[config.mk]
export PLATFORM = sky130hd
export DESIGN_NAME = ipdd_drive_mix
export DESIGN_NICKNAME = d
export VERILOG_FILES = /design/src/rtl/ipdd_pkg.sv /design/src/rtl/ipdd_drive_mix.sv
export SDC_FILE = /design/constraint.sdc
export NUM_CORES = 1
export LEC_CHECK = 0
export BUFFER_PORTS_ARGS = -buffer_cell sky130_fd_sc_hd__buf_4
export CAP_MARGIN = 30
export CELL_PAD_IN_SITES_DETAIL_PLACEMENT = 0
export CELL_PAD_IN_SITES_GLOBAL_PLACEMENT = 1
export CORE_ASPECT_RATIO = 0.6
export CORE_UTILIZATION = 39
export DETAILED_ROUTE_END_ITERATION = 7
export GPL_ROUTABILITY_DRIVEN = 0
export PLACE_DENSITY_LB_ADDON = 0.12
export REMOVE_ABC_BUFFERS = 1
export SLEW_MARGIN = 10
export SYNTH_ARGS = -nofsm -noshare
export SYNTH_HDL_FRONTEND = slang
export SYNTH_SLANG_ARGS = --single-unit
[constraint.sdc]
create_clock -name vclk -period 9.8
set_input_delay 1.96 -clock vclk [all_inputs]
set_output_delay 1.96 -clock vclk [all_outputs]
set_load 0.1 [all_outputs]
[src/rtl/ipdd_pkg.sv]
// Shared types, constants and arithmetic helpers for the differential-drive PID block.
`default_nettype none

package ipdd_pkg;

  // Configuration register indexes on the write port.
  localparam logic [2:0] REG_SPEED_SETPOINT  = 3'd0;
  localparam logic [2:0] REG_GAIN_P          = 3'd1;
  localparam logic [2:0] REG_GAIN_I          = 3'd2;
  localparam logic [2:0] REG_GAIN_D          = 3'd3;
  localparam logic [2:0] REG_INTEGRAL_CUTOFF = 3'd4;

  localparam int unsigned REG_INDEX_W = 3;
  localparam int unsigned REG_DATA_W  = 17;

  // Reset value of the proportional gain register.
  localparam logic signed [15:0] GAIN_P_RESET = 16'sd2560;

  // Drive limit and line deadband around the center column.
  localparam logic signed [13:0] DRIVE_LIMIT   = 14'sd7000;
  localparam int unsigned        LINE_CENTER   = 64;
  localparam int unsigned        LINE_DEADBAND = 5;
  localparam logic [7:0]         LINE_LOW      = 8'(LINE_CENTER - LINE_DEADBAND);
  localparam logic [7:0]         LINE_HIGH     = 8'(LINE_CENTER + LINE_DEADBAND);

  // Live configuration of the controller.
  typedef struct packed {
    logic signed [15:0] speed_setpoint;
    logic signed [15:0] gain_p;
    logic signed [15:0] gain_i;
    logic signed [15:0] gain_d;
    logic signed [16:0] integral_cutoff;
  } cfg_t;

  // Forward/reverse duty pairs for both motors.
  typedef struct packed {
    logic [13:0] left_forward_duty;
    logic [13:0] left_reverse_duty;
    logic [13:0] right_forward_duty;
    logic [13:0] right_reverse_duty;
  } duty_t;

  // Q8.8 product scaled back by 256, rounded toward zero.
  function automatic logic signed [25:0] q88_trunc(input logic signed [33:0] prod);
    logic signed [33:0] adj;
    adj = prod + (prod[33] ? 34'sd255 : 34'sd0);
    return 26'(adj >>> 8);
  endfunction

endpackage

`default_nettype wire

[src/rtl/ipdd_drive_mix.sv]
// Steering offset gating and mapping of both motor drives to PWM duty pairs.
`default_nettype none

module ipdd_drive_mix (
  input  wire logic signed [13:0] level,
  input  wire logic [7:0]         line_position,
  input  wire logic               stop_request,
  input  wire logic signed [13:0] steer_offset,
  output ipdd_pkg::duty_t         duty
);

  logic signed [13:0] offset_sat;
  logic signed [13:0] steer;
  logic signed [14:0] left_drive;
  logic signed [14:0] right_drive;
  logic signed [14:0] left_neg;
  logic signed [14:0] right_neg;

  // Limit the offset and apply it only off center and with no stop pending.
  always_comb begin
    if (steer_offset > ipdd_pkg::DRIVE_LIMIT) begin
      offset_sat = ipdd_pkg::DRIVE_LIMIT;
    end else if (steer_offset < -ipdd_pkg::DRIVE_LIMIT) begin
      offset_sat = -ipdd_pkg::DRIVE_LIMIT;
    end else begin
      offset_sat = steer_offset;
    end
    if (!stop_request && (line_position < ipdd_pkg::LINE_LOW ||
                          line_position > ipdd_pkg::LINE_HIGH)) begin
      steer = offset_sat;
    end else begin
      steer = '0;
    end
  end

  // Differential drives and their forward/reverse split.
  always_comb begin
    left_drive  = 15'(level) - 15'(steer);
    right_drive = 15'(level) + 15'(steer);
    left_neg    = -left_drive;
    right_neg   = -right_drive;
    duty.left_forward_duty  = left_drive[14]  ? 14'd0 : left_drive[13:0];
    duty.left_reverse_duty  = left_drive[14]  ? left_neg[13:0] : 14'd0;
    duty.right_forward_duty = right_drive[14] ? 14'd0 : right_drive[13:0];
    duty.right_reverse_duty = right_drive[14] ? right_neg[13:0] : 14'd0;
  end

endmodule

`default_nettype wire

# Word-level counts from Yosys, hierarchy flattened
# Index checks and enable logic that the tools add are counted.
# totals
output_inout_bits	56
latchBits	0
in_bits	37
mem_count	0
ram_bits	0
wordCells	18
rom_bits	0
regBits	0
# op_classes
magnitude_cmp	4
n_shift	0
n_mul	0
bitwise	0
muxes	7
add_sub_neg	4
n_div	0
reduce_logical	3
eq_ne	0
# op_table
operator	n
$mux W14	7
$neg A14 Y14	2
$add A14 B14 Y15	1
$sub A14 B14 Y15	1
$gt A14 B14 Y1 const B	1
$lt A14 B14 Y1 const B	1
$gt A8 B7 Y1 const B	1
$lt A8 B6 Y1 const B	1
$logic_and A1 B1 Y1	1
$logic_not A1 Y1	1
$logic_or A1 B1 Y1	1

# Longest topological paths before layout
# Gate-level depths: netlist (run 1).
# depth
depth_word	7
depth_mapped	19

# Worst setup path after synthesis (run 1)
# OpenSTA, ideal clock, no wires.
# synth_timing
kind	input to output
start	in steer_offset[4]
end	out duty[41] (netlist bit)
cell_stages	18
path_buffers	1
arrival_ns	7.392
slack_ns	0.448
required_time_ns	7.840
cell_sequence	o21a_1 -> o21ai_0 -> a21boi_0 -> o31ai_1 -> ha_1 -> clkbuf_1 -> nor2_1 -> and2_1 -> ha_1 -> fa_1 -> nor2b_1 -> o31a_1 -> a2bb2oi_1 -> xnor2_1 -> nand2_1 -> nor4_2 -> nand3_1 -> o21ai_0
# synth_lines
element	line	rtl
start, declared	ipdd_drive_mix.sv:8	input wire logic signed [13:0] steer_offset,
end, declared	ipdd_drive_mix.sv:9	output ipdd_pkg::duty_t duty

==> impl_metrics.env, run 1 <==
export IMPL_slew_headroom=0.300
export IMPL_period_share=0.885
export IMPL_p_switching_w=0.000513
export IMPL_layout_nets=543
export IMPL_arrival_ns=6.71
export IMPL_p_int_w=0.000156
export IMPL_maxCapViolCount=0
export IMPL_grt_usage=0.215
export IMPL_yosysSeqAreaShare=0
export IMPL_p_sw_frac=0.767
export IMPL_worstHoldPathType="in -> out"
export IMPL_die_area_um2=6830
export IMPL_leakagePower_nw=1.58
export IMPL_core_um2=6190
export IMPL_yosysWarnings=0
export IMPL_mostFrequentLayoutCells="buf_4, nor2_1, ha_1"
export IMPL_max_freq_ghz=0.115
export IMPL_route_vias_total=2940
export IMPL_vdd_drop_max_v=0.000139
export IMPL_nClkBuffers=0
export IMPL_post_dp_hpwl_um=6490
export IMPL_critPathCaptureType="output port"
export IMPL_hold_viol=0
export IMPL_hold_path_depth=5
export IMPL_synth_cells=390
export IMPL_finalPower_w=0.000668
export IMPL_syn_avg_cell_area_um2=6.49
export IMPL_combPwrFrac=1.000
export IMPL_finalSetupTns_ns=0
export IMPL_routed_wirelength_um=7590
export IMPL_die_height_um=64.4
export IMPL_overflow=0
export IMPL_layout_commonest_cell="buf_4"
export IMPL_criticalPathCategory="in -> out"
export IMPL_critical_path_required_ns=7.84
export IMPL_crit_path_max_fanout=15
export IMPL_grt_pass1_wl_um=12200
export IMPL_p_clk_frac=0
export IMPL_numPortBuffers=93
export IMPL_synth_cell_types=62
export IMPL_syn_area_um2=2530
export IMPL_num_antenna_cells=0
export IMPL_dr_pass1_iters=4
export IMPL_die_x_um=106
export IMPL_seq_cell_count=0
export IMPL_drt_iter0_drc=199
export IMPL_start_kind="primary input"
export IMPL_rsz0062_at_grt="false"
export IMPL_nFillCells=657
export IMPL_power_density_nw_per_um2=204
export IMPL_ant_nets=0
export IMPL_fin_cells=552
export IMPL_period_needed_ns=8.67
export IMPL_start_util=0.409
export IMPL_fp_row_count=22
export IMPL_io_pins=93
export IMPL_p_seq_frac=0
export IMPL_seqCellArea_um2=0
export IMPL_grt_max_degree=19
export IMPL_syn_to_final_growth_pct=29.4
export IMPL_via_per_inst=5.33
export IMPL_multi_input_area_um2=2370
export IMPL_worst_slew_pin_transition_ns=1.05
export IMPL_post_drt_wl_per_cell_um=13.7
export IMPL_place_inst=552
export IMPL_setup_viol_count_final=0
export IMPL_antenna_found_initial=0
export IMPL_outcome="finished, final reports clean"
export IMPL_holdBufCountCts=0
export IMPL_drc_errors=0
export IMPL_finalMaxSlewViolations=0
export IMPL_drive_gt1_frac=0.224
export IMPL_postCtsSetupBuffers=0
export IMPL_cts_resized=0
export IMPL_grt_pass1_vias=2606
-- cell families after synthesis --
group	share of synthesized area
compound gates	0.263
xor+xnor	0.111
fa+ha+maj	0.184
buf+inv	0.0657
mux	0.0119
simple gates	0.365
-- final timing paths --
| kind | startpoint | endpoint | slack [ns] |
|---|---|---|---|
| hold / removal | steer_offset[1] | duty[15] | 4.64 |
| setup / recovery | steer_offset[4] | duty[21] | 1.13 |
-- per-stage QoR --
| stage | util | hold WS, ns | setup slack [ns] | cell area, um^2 |
|---|---|---|---|---|
| 6_report | 0.529 | 4.64 | 1.13 | 3280 |
| 5_1_grt | 0.529 | 4.67 | 0.620 | 3280 |
| 4_1_cts | 0.529 | 4.65 | 1.12 | 3280 |
| 3_5_place_dp | 0.529 | 4.65 | 1.12 | 3280 |
| 3_3_place_gp | 0.529 | 4.67 | 1.28 | 3280 |
| 2_1_floorplan | - | 4.56 | 0.582 | 2470 |
-- power by group through the flow --
stage / Combinational, W / Sequential (W) / Clock (W)
2_1_floorplan: 0.000537 / 0 / 0
6_report: 0.000668 / 0 / 0
3_5_place_dp: 0.000666 / 0 / 0
3_3_place_gp: 0.000664 / 0 / 0
4_1_cts: 0.000668 / 0 / 0
5_1_grt: 0.000700 / 0 / 0
-- layer usage --
| layer | track usage | vias up | part of all wire |
|---|---|---|---|
| met5 | 0 | - | 0 |
| met4 | 0 | 0 | 0 |
| met3 | 0.00503 | 0 | 0.047 |
| met2 | 0.355 | 80 | 0.41 |
| met1 | 0.329 | 1326 | 0.55 |
| li1 | - | 1534 | - |
-- cell type report --
type	instances	share of cell area
well taps	84	0.0321
repair buffers	94	0.215
multi-input cells	347	0.722
inverters	27	0.0309
-- worst max-delay path: stages --
cell	delay, ns
buf_4	0.12
o21a_1	0.17
o21ai_0	0.13
a21boi_0	0.12
o31ai_1	0.21
ha_1	0.37
nor2_1	0.25
and2_1	0.19
ha_1	0.17
inv_1	0.05
fa_1	0.39
or2_2	0.33
a221oi_2	0.40
o211ai_1	0.16
a21oi_1	0.25
nand2_1	0.10
a22oi_1	0.80
and2_1	0.24
buf_4	0.29
-- Yosys cell counts, types with 2 or more instances --
library cell	number	area [um^2]
nand2b_1	6	37.5
and2_1	11	68.8
nand3b_1	2	15.0
nor3_1	9	45.0
xnor2_1	19	166
o21bai_1	3	22.5
nor3b_1	3	22.5
o31a_1	4	35.0
inv_1	26	97.6
a211o_1	2	17.5
fa_1	2	40.0
buf_2	3	15.0
or2_2	3	18.8
nor4b_1	3	26.3
a221oi_1	4	35.0
a21oi_1	17	85.1
o21a_1	6	45.0
nor4_1	6	37.5
a41o_1	2	20.0
nand3_1	7	35.0
clkbuf_1	11	41.3
nor2_1	73	274
a31oi_1	3	18.8
mux2i_1	3	30.0
a21o_1	4	30.0
xor2_1	13	114
a221o_1	2	20.0
o211ai_1	3	22.5
and3_1	5	31.3
nor2b_1	11	68.8
ha_1	34	425
nand2_1	24	90.1
or3_1	9	56.3
o31ai_1	3	22.5
o211a_1	2	20.0
a22oi_1	2	15.0
o21ai_0	23	115
nand4_1	3	18.8
Note: power is estimated with default switching activity, not from simulation.
==> run 2: changes to the inputs <==
==> constraint.sdc (replaced) <==
create_clock -name vclk -period 9.8
set_input_delay 1.96 -clock vclk [all_inputs]
set_output_delay 1.96 -clock vclk [all_outputs]
set_load 0.02 [all_outputs]
==> impl_metrics.env, run 2 (synthesis gave the netlist of run 1 again) <==
export IMPL_maxCapViolCount=0
export IMPL_setup_viol_count_final=0
export IMPL_antenna_found_initial=0
export IMPL_finalSetupTns_ns=0
export IMPL_hold_viol=0
export IMPL_io_pins=93
export IMPL_die_x_um=106
export IMPL_worstHoldPathType="in -> out"
export IMPL_rsz0062_at_grt="false"
export IMPL_drc_errors=0
export IMPL_nClkBuffers=0
export IMPL_die_height_um=64.4
export IMPL_ant_nets=0
export IMPL_hold_path_depth=5
export IMPL_slowest_stage="a22oi_1"
export IMPL_vdd_drop_max_v=0.0000611
export IMPL_hold_path_endpoint="duty[15]"
export IMPL_mostFrequentLayoutCells="buf_4, nor2_1, ha_1"
export IMPL_fp_row_count=22
export IMPL_max_freq_ghz=0.118
export IMPL_cp_cell_sequence="buf_4 > o21a_1 > o21ai_0 > a21boi_0 > o31ai_1 > ha_1 > nor2_1 > and2_1 > ha_1 > inv_1 > fa_1 > or2_2 > a221oi_2 > o211ai_1 > a21oi_1 > nand2_1 > a22oi_1 > and2_1 > buf_4"
export IMPL_drive_gt1_frac=0.224
export IMPL_dr_pass1_iters=4
export IMPL_syn_to_final_growth_pct=29.4
export IMPL_period_share=0.864
export IMPL_grt_usage=0.212
export IMPL_holdBufCountCts=0
export IMPL_grt_max_degree=19
export IMPL_cts_resized=0
export IMPL_numPortBuffers=93
export IMPL_routed_wirelength_um=7470
export IMPL_drt_iter0_drc=138
export IMPL_critical_path_required_ns=7.84
export IMPL_layout_nets=543
export IMPL_crit_path_max_fanout=15
export IMPL_multi_input_area_um2=2370
export IMPL_grt_pass1_vias=2422
export IMPL_via_per_inst=5.24
export IMPL_core_um2=6190
export IMPL_post_dp_hpwl_um=6350
export IMPL_die_area_um2=6830
export IMPL_grt_pass1_wl_um=12000
export IMPL_num_antenna_cells=0
export IMPL_overflow=0
export IMPL_critPathCaptureType="output port"
export IMPL_post_drt_wl_per_cell_um=13.5
export IMPL_critical_path_top_delay_family="compound AO/OA/AOI/OAI gates"
export IMPL_finalPower_w=0.000376
export IMPL_arrival_ns=6.51
export IMPL_period_needed_ns=8.47
export IMPL_hp_start="steer_offset[1]"
export IMPL_slew_headroom=0.333
export IMPL_layout_commonest_cell="buf_4"
export IMPL_start_kind="primary input"
export IMPL_nFillCells=641
export IMPL_outcome="finished, final reports clean"
export IMPL_seqCellArea_um2=0
export IMPL_crit_buf_inv=3
export IMPL_slowest_delay_ns=0.76
export IMPL_route_vias_total=2890
export IMPL_seq_cell_count=0
export IMPL_worst_slew_pin_transition_ns=1.00
export IMPL_power_density_nw_per_um2=115
export IMPL_postCtsSetupBuffers=0
export IMPL_start_util=0.409
export IMPL_leakagePower_nw=1.58
export IMPL_finalMaxSlewViolations=0
export IMPL_criticalPathCategory="in -> out"
run 2: through the flow:
| stage | setup slack, ns | cells | hold slack, ns | cell area, um^2 | util |
|---|---|---|---|---|---|
| final | 1.33 | 552 | 4.58 | 3280 | 0.529 |
| after global routing | 0.796 | 552 | 4.60 | 3280 | 0.529 |
| after CTS | 1.29 | 552 | 4.58 | 3280 | 0.529 |
| after detailed placement | 1.28 | 552 | 4.58 | 3280 | 0.529 |
| after global placement | 1.45 | 552 | 4.59 | 3280 | 0.529 |
| after floorplan | 1.83 | 374 | 4.30 | 2470 | - |
run 2: metal layers:
layer | vias to the layer above | part of all wire | routed length [um] | global-route usage
met5 | - | 0 | 0 | 0
met4 | 0 | 0 | 0 | 0
met3 | 0 | 0.041 | 309 | 0.0101
met2 | 76 | 0.40 | 2970 | 0.322
met1 | 1274 | 0.56 | 4190 | 0.342
li1 | 1540 | - | - | -
run 2: worst min-delay path, stage by stage:
cell and delay (ns):
buf_4 0.12, nand2_1 0.11, fa_1 0.22, nor2_1 0.06
buf_4 0.15
run 2: power by group:
group | internal [W] | switching, W
Combinational | 0.000154 | 0.000222
Sequential | 0 | 0
Clock | 0 | 0
run 2: worst max-delay path by stage:
stage / to / cells past startpoint / from
floorplan: duty[12] / 18 / steer_offset[4]
global placement: duty[22] / 19 / steer_offset[4]
detailed placement: duty[22] / 19 / steer_offset[4]
CTS: duty[22] / 19 / steer_offset[4]
global route: duty[20] / 19 / steer_offset[4]
finish: duty[20] / 19 / steer_offset[4]
run 2: cell type report:
class,count,share of cell area
multi-input cells,347,0.722
repair buffers,94,0.215
well taps,84,0.0321
inverters,27,0.0309
==> run 3: changes to the inputs <==
--- a/config.mk
+++ b/config.mk
@@ -10,10 +10,10 @@
 export CELL_PAD_IN_SITES_DETAIL_PLACEMENT = 0
 export CELL_PAD_IN_SITES_GLOBAL_PLACEMENT = 1
 export CORE_ASPECT_RATIO = 0.6
-export CORE_UTILIZATION = 39
+export CORE_UTILIZATION = 36
 export DETAILED_ROUTE_END_ITERATION = 7
 export GPL_ROUTABILITY_DRIVEN = 0
-export PLACE_DENSITY_LB_ADDON = 0.12
+export PLACE_DENSITY_LB_ADDON = 0.2
 export REMOVE_ABC_BUFFERS = 1
 export SLEW_MARGIN = 10
 export SYNTH_ARGS = -nofsm -noshare
==> constraint.sdc (replaced) <==
create_clock -name vclk -period 9.7
set_input_delay 1.94 -clock vclk [all_inputs]
set_output_delay 1.94 -clock vclk [all_outputs]
set_load 0.02 [all_outputs]
==> impl_metrics.env, run 3 (synthesis gave the netlist of run 1 again) <==
export IMPL_outcome="finished, final reports clean"
export IMPL_setup_viol_count_final=0
export IMPL_io_pins=93
export IMPL_layout_nets=543
export IMPL_fp_row_count=23
export IMPL_post_drt_wl_per_cell_um=13.9
export IMPL_grt_pass1_vias=2538
export IMPL_period_needed_ns=8.50
export IMPL_route_vias_total=2902
export IMPL_dr_pass1_iters=4
export IMPL_numPortBuffers=93
export IMPL_maxCapViolCount=0
export IMPL_combPwrFrac=1.000
export IMPL_finalMaxSlewViolations=0
export IMPL_die_height_um=67.0
export IMPL_start_kind="primary input"
export IMPL_grt_usage=0.208
export IMPL_max_freq_ghz=0.118
export IMPL_antenna_found_initial=0
export IMPL_hp_start="steer_offset[1]"
export IMPL_num_antenna_cells=0
export IMPL_crit_buf_inv=3
export IMPL_die_area_um2=7380
export IMPL_start_util=0.376
export IMPL_ant_nets=0
export IMPL_seqCellArea_um2=0
export IMPL_leakagePower_nw=1.58
export IMPL_cp_cell_sequence="buf_4 > o21a_1 > o21ai_0 > a21boi_0 > o31ai_1 > ha_1 > nor2_1 > and2_1 > ha_1 > inv_1 > fa_1 > or2_2 > a221oi_2 > o211ai_1 > a21oi_1 > nand2_1 > a22oi_1 > and2_1 > buf_4"
export IMPL_postCtsSetupBuffers=0
export IMPL_holdBufCountCts=0
export IMPL_worst_slew_pin_transition_ns=0.993
export IMPL_seq_cell_count=0
export IMPL_core_um2=6730
export IMPL_crit_path_max_fanout=15
export IMPL_die_x_um=110
export IMPL_slowest_delay_ns=0.76
export IMPL_p_int_w=0.000156
export IMPL_critPathCaptureType="output port"
export IMPL_hold_path_depth=5
export IMPL_p_clk_frac=0
export IMPL_arrival_ns=6.56
export IMPL_p_seq_frac=0
export IMPL_via_per_inst=5.23
export IMPL_drive_gt1_frac=0.224
export IMPL_mostFrequentLayoutCells="buf_4, nor2_1, ha_1"
export IMPL_worstHoldPathType="in -> out"
export IMPL_critical_path_top_delay_family="compound AO/OA/AOI/OAI gates"
export IMPL_drt_iter0_drc=140
export IMPL_grt_pass1_wl_um=12200
export IMPL_overflow=0
export IMPL_grt_max_degree=19
export IMPL_slew_headroom=0.338
export IMPL_post_dp_hpwl_um=6520
export IMPL_finalPower_w=0.000381
export IMPL_cts_resized=0
export IMPL_period_share=0.876
export IMPL_hold_viol=0
export IMPL_p_switching_w=0.000225
export IMPL_hold_path_endpoint="duty[15]"
export IMPL_routed_wirelength_um=7700
export IMPL_power_density_nw_per_um2=116
export IMPL_layout_commonest_cell="buf_4"
export IMPL_vdd_drop_max_v=0.0000784
export IMPL_critical_path_required_ns=7.76
export IMPL_criticalPathCategory="in -> out"
export IMPL_syn_to_final_growth_pct=29.6
export IMPL_slowest_stage="a22oi_1"
export IMPL_finalSetupTns_ns=0
export IMPL_rsz0062_at_grt="false"
export IMPL_nClkBuffers=0
export IMPL_drc_errors=0
export IMPL_p_sw_frac=0.591
run 3: cell counts in the layout (fill, tap and decap cells not counted):
No cell type changed its count.
run 3: tightest hold or removal path, stage by stage:
cell     delay [ns]
buf_4          0.12
nand2_1        0.10
fa_1           0.23
nor2_1         0.06
buf_4          0.15
run 3: final cells by class:
| class | count | area (um^2) |
|---|---|---|
| Tap cell | 87 | 109 |
| Timing Repair Buffer | 94 | 706 |
| Fill cell | 724 | 3450 |
| Inverter | 27 | 101 |
| Multi-Input combinational cell | 347 | 2370 |
run 3: through the flow:
step | hold slack, ns | instance area [um^2] | setup WS (ns) | instances | util
after global placement | 4.55 | 3280 | 1.39 | 555 | 0.487
after detailed placement | 4.55 | 3280 | 1.24 | 555 | 0.487
after CTS | 4.55 | 3280 | 1.22 | 555 | 0.487
final | 4.54 | 3280 | 1.20 | 555 | 0.487
after floorplan | 4.26 | 2470 | 1.77 | 374 | -
after global routing | 4.60 | 3280 | 0.782 | 555 | 0.487
run 3: worst max-delay path by stage:
stage	end	startpoint	cells past startpoint	slack, ns
finish	duty[20]	steer_offset[4]	19	1.20
global route	duty[20]	steer_offset[4]	19	0.78
CTS	duty[20]	steer_offset[4]	19	1.22
detailed placement	duty[20]	steer_offset[4]	19	1.24
global placement	duty[22]	steer_offset[4]	19	1.39
floorplan	duty[12]	steer_offset[4]	18	1.77
run 3: routing by layer:
layer | vias up | routed length, um | track usage
met1 | 1272 | 4190 | 0.321
met4 | 0 | 34 | 0.00987
li1 | 1538 | - | -
met5 | - | 0 | 0
met3 | 3 | 502 | 0.0108
met2 | 89 | 2970 | 0.325
run 3: power by group through the flow:
stage / combinational, W / clock [W] / sequential, W
3_5_place_dp: 0.000378 / 0 / 0
5_1_grt: 0.000417 / 0 / 0
2_1_floorplan: 0.000251 / 0 / 0
4_1_cts: 0.000381 / 0 / 0
6_report: 0.000381 / 0 / 0
3_3_place_gp: 0.000377 / 0 / 0
